### src/mbh_pkg.sv
// Shared constants and types for the bucket hash block.
package mbh_pkg;

    localparam int KEY_W = 32;
    localparam int BV_W  = 3;
    localparam int IDX_W = 24;
    localparam int BB_W  = 5;
    localparam int LEN_W = 32;

    localparam logic [KEY_W-1:0] SEED_INIT = 32'h9747b28c;
    localparam logic [KEY_W-1:0] MIX_C1    = 32'hcc9e2d51;
    localparam logic [KEY_W-1:0] MIX_C2    = 32'h1b873593;
    localparam logic [KEY_W-1:0] MIX_ADD   = 32'he6546b64;
    localparam logic [KEY_W-1:0] FIN_M1    = 32'h85ebca6b;
    localparam logic [KEY_W-1:0] FIN_M2    = 32'hc2b2ae35;
    localparam logic [KEY_W-1:0] MUL_FIVE  = 32'd5;

    localparam logic [BB_W-1:0] BB_RESET = 5'd16;
    localparam logic [BV_W-1:0] BV_FULL  = 3'd4;

    typedef enum logic [2:0] {
        S_IDLE,
        S_MUL2,
        S_MIX,
        S_ADD,
        S_FIN0,
        S_FIN1,
        S_FIN2
    } mbh_state_t;

endpackage

### src/mbh_mul.sv
// Shared 32x32 multiplier, low half of the product, registered.
module mbh_mul
    import mbh_pkg::*;
(
    input  logic             clk,
    input  logic [KEY_W-1:0] a,
    input  logic [KEY_W-1:0] b,
    output logic [KEY_W-1:0] p
);

    logic [KEY_W-1:0] prod_lo;
    logic [KEY_W-1:0] p_reg;

    assign prod_lo = a * b;

    always_ff @(posedge clk)
    begin
        p_reg <= prod_lo;
    end

    assign p = p_reg;

endmodule

### config.mk
export PLATFORM = sky130hd
export DESIGN_NAME = mbh_mul
export DESIGN_NICKNAME = d
export VERILOG_FILES = /design/src/mbh_pkg.sv /design/src/mbh_mul.sv
export SDC_FILE = /design/constraint.sdc
export NUM_CORES = 1
export LEC_CHECK = 0
export ABC_CLOCK_PERIOD_IN_PS = 21300
export BUFFER_PORTS_ARGS = -buffer_cell sky130_fd_sc_hd__buf_2
export CORE_MARGIN = 8
export CORE_UTILIZATION = 70
export DETAILED_ROUTE_END_ITERATION = 8
export HOLD_SLACK_MARGIN = 0.1
export PLACE_DENSITY = 0.9
export RECOVER_POWER = 100
export SLEW_MARGIN = 40
export SYNTH_ARGS = -nofsm -noshare
export SYNTH_HDL_FRONTEND = slang
export SYNTH_SLANG_ARGS = --single-unit
export TNS_END_PERCENT = 100
### constraint.sdc
create_clock -name clk -period 21.3 [get_ports clk]
set_input_delay 1.065 -clock clk [delete_from_list [all_inputs] [get_ports clk]]
set_output_delay 1.065 -clock clk [all_outputs]
set_load 0.01 [all_outputs]
# Yosys cells after proc, flatten, opt, wreduce, memory -nomap -nowiden
# Index checks and enable logic that the tools add are counted.
# word_totals
out_inout_bits	32
elab_cells	2
reg_bits	32
input_bits	65
# op_classes
mul	1
# ops
operator	n
multiplier 32 x 32 -> 32 bit	1

# Longest topological paths before layout
# depth
word_depth	1
depth_mapped	26
mapped_depth_nobuf	24

# Worst setup path before layout
# Ideal clock, no wire load.
# synth_path
path_type	input to register
startpoint	input port b[3]
endpoint	register p_reg[29] (netlist: p[29])
cell_stages	24
t_required_ns	21.238
path_buffers	2
t_arrival_ns	7.401
setup_ns	0.062
path_slack_ns	13.837
cell_sequence	clkbuf_1 clkbuf_1 and2_1 fa_1 inv_1 fa_1 fa_1 fa_1 inv_1 fa_1 inv_1 fa_1 inv_1 fa_1 fa_1 ha_1 and4_1 and2_2 o31ai_1 o211a_1 a21oi_2 a41o_1 or4_1 nand3_1
# synth_via
elab_chain_len	1
# synth_lines
element	line_no	source
start: declaration	mbh_mul.sv:7	input logic [KEY_W-1:0] b,
multiplier 32 x 32 -> 32 bit	mbh_mul.sv:14	assign prod_lo = a * b;
named net prod_lo[29]	mbh_mul.sv:11	logic [KEY_W-1:0] prod_lo;
end signal: assignment	mbh_mul.sv:18	p_reg <= prod_lo;
end: declaration	mbh_mul.sv:12	logic [KEY_W-1:0] p_reg;
# The timed path passes the listed nets, and every way through them passes these cells.

# Final worst setup path
# layout_path
startpoint	input port a[1]
endpoint	register p_reg[31] (netlist: p[31])
# layout_via
elab_chain_len	1
# layout_lines
element	line_no	source
start: declaration	mbh_mul.sv:6	input logic [KEY_W-1:0] a,
multiplier 32 x 32 -> 32 bit	mbh_mul.sv:14	
named net prod_lo[31]	mbh_mul.sv:11	
# The timed path passes the listed nets, and every way through them passes these cells.

==> out/qor.yml <==
outcome:
  status: "complete, but fails checks"
  violations: "max-capacitance violations, max-slew violations"
hold_path:
  hold_class: "in2reg"
  whs_path_depth: 3
die:
  die_x_um: 169.2
  die_area_sq_mm: 0.02862
  start_util: 0.7061
  rows: 56
  io_pins: 97
  die_h_um: 169.2
  core_sq_mm: 0.02326
logic_synthesis:
  syn_inst: 1741
  ys.flop_type: "dfxtp_1"
  synth.distinct_cells: 45
  ys_warn_count: 0
  yosysSeqAreaShare: 0.03900
  syn_nets: 2337
  syn_area_sq_mm: 0.01643
  synth_edf_count: 0
  async_reset_ff_frac: 0
  synth_area_per_cell_sq_um: 9.435
  ys_ff_latch: 32
timing:
  timing.setup.tns_ns: 0
  period_needed_ns: 8.503
  rsz0062_at_grt: "false"
  fmax_mhz: 117.6
  min_period_over_period: 0.3992
  relSlewSlack: -0.2231
  hold_viol: 0
  drv_slew: 65
  tightest_slew_ns: 1.835
  whs_ns: 1.401
  finalSetupViolCount: 0
cts:
  cts_resized: 0
  cts_setup_buffers: 0
  numCtsBuffers: 5
  htreeDepth: 2
  clock_sinks: 32
  clock_tree.root_cell: "clkbuf_16"
  tritoncts: "yes"
  cts.path.max_buffers: 2
  cts_hold_buf: 0
  clk_pin_slew_ns: 0.06
finish:
  drive_gt1_frac: 0.04587
  final_common_cell: "fa_1"
  nets: 2361
  area_growth_pct: 4.045
  largest_reg_flops: 32
  n_antenna_cell: 0
  final_cell_mix: "408 x fa_1, 364 x and2_1, 363 x inv_1, 169 x nand2_1, 123 x ha_1"
placement:
  routabilityCongestion: 0.8931
  portBuffers: 96
  place.detailed.hpwl_um: 33730
run:
  cap_violations: 2
drt:
  ant_nets: 0
  wirelength_um: 42130
  via_per_inst: 5.884
  wl_per_cell_um: 20.21
  drtIter0Drc: 1083
  drt_first_pass_iters: 5
  num_vias: 12270
  drc: 0
global_routing:
  gr-total-overflow: 0
  antenna_found_initial: 0
  grt_max_degree: 33
  grt_pass1_vias: 13730
  grt_pass1_wl_um: 69620
  grt_usage: 0.3087
critical_path:
  crit_type: "in2reg"
  critical_path.endpoint_type: "flop"
  required_ns: 21.47
  start_kind: "primary input"
  path_max_fanout: 31
  crit_arrival_ns: 8.67
## layout make-up
type | count | area (sq um)
multi-input combinational | 1266 | 14090
clock inverter | 3 | 23.77
timing repair buffer | 97 | 445.4
clock buffer | 5 | 125.1
sequential | 32 | 640.6
tap | 319 | 399.1
fill | 1655 | 6172
inverter | 363 | 1363
## final timing paths
check,startpoint,endpoint
max,a[1],p[31]
min,a[0],p[0]
## critical path, cell delays in order
cell and delay [ns]:
clkbuf_1 1.30, and2_0 0.28, ha_1 0.19, fa_1 0.44, ha_1 0.31, inv_1 0.05
fa_1 0.47, inv_1 0.04, ha_1 0.27, ha_1 0.31, fa_1 0.55, fa_1 0.48
ha_1 0.41, a21o_2 0.26, o41ai_1 0.90, o211a_1 0.37, a21oi_1 0.13, a41o_1 0.32
a221oi_1 0.37, xnor2_1 0.14
## per-layer routing
metal	vias to the layer above	global-route usage	routed length [um]
li1	5097	-	-
met1	6235	0.3831	15290
met2	743	0.5135	20460
met3	194	0.06629	4065
met4	0	0.1427	2311
met5	-	0	0
## cells by family after synthesis
kind of cell,Yosys count,share of synthesized area
AOI/OAI and AO/OA,76,0.03260
xor gates and xnor gates,84,0.04479
buffers and inverters,443,0.1012
and+or+nand+nor,575,0.1914
DFF,32,0.03900
adders and majority gates,531,0.5910
## cells in the mapped netlist (all sizes together) (2+ instances only)
cell	instances	area share
fa	408	0.50
and2	369	0.14
inv	363	0.083
nand2	169	0.039
ha	123	0.094
clkbuf	80	0.018
xnor2	65	0.035
dfxtp	32	0.039
a21oi	23	0.0072
xor2	19	0.010
nor2	11	0.0025
o21ai	11	0.0034
a21o	10	0.0050
nand3	7	0.0021
o21bai	6	0.0027
a211oi	5	0.0026
nor3	5	0.0015
o21a	4	0.0018
and3	3	0.0013
o211ai	3	0.0014
a221oi	2	0.0014
a31oi	2	0.00076
nand2b	2	0.00076
nor2b	2	0.00076
o31ai	2	0.00091
or4	2	0.00091
## stage by stage
step | worst slack [ns] | cell area [sq um] | instances | util
CTS | 13.68 | 17160 | 2085 | 0.7377
finish | 12.80 | 17090 | 2085 | 0.7347
global placement | 13.56 | 17010 | 2077 | 0.7313
detailed placement | 13.38 | 17010 | 2077 | 0.7313
global route | 12.60 | 17090 | 2085 | 0.7347
floorplan | 13.84 | 16430 | 1741 | -
Power is not shown: default switching activity piles up to over one toggle a cycle in this logic, so the estimate is an artifact.
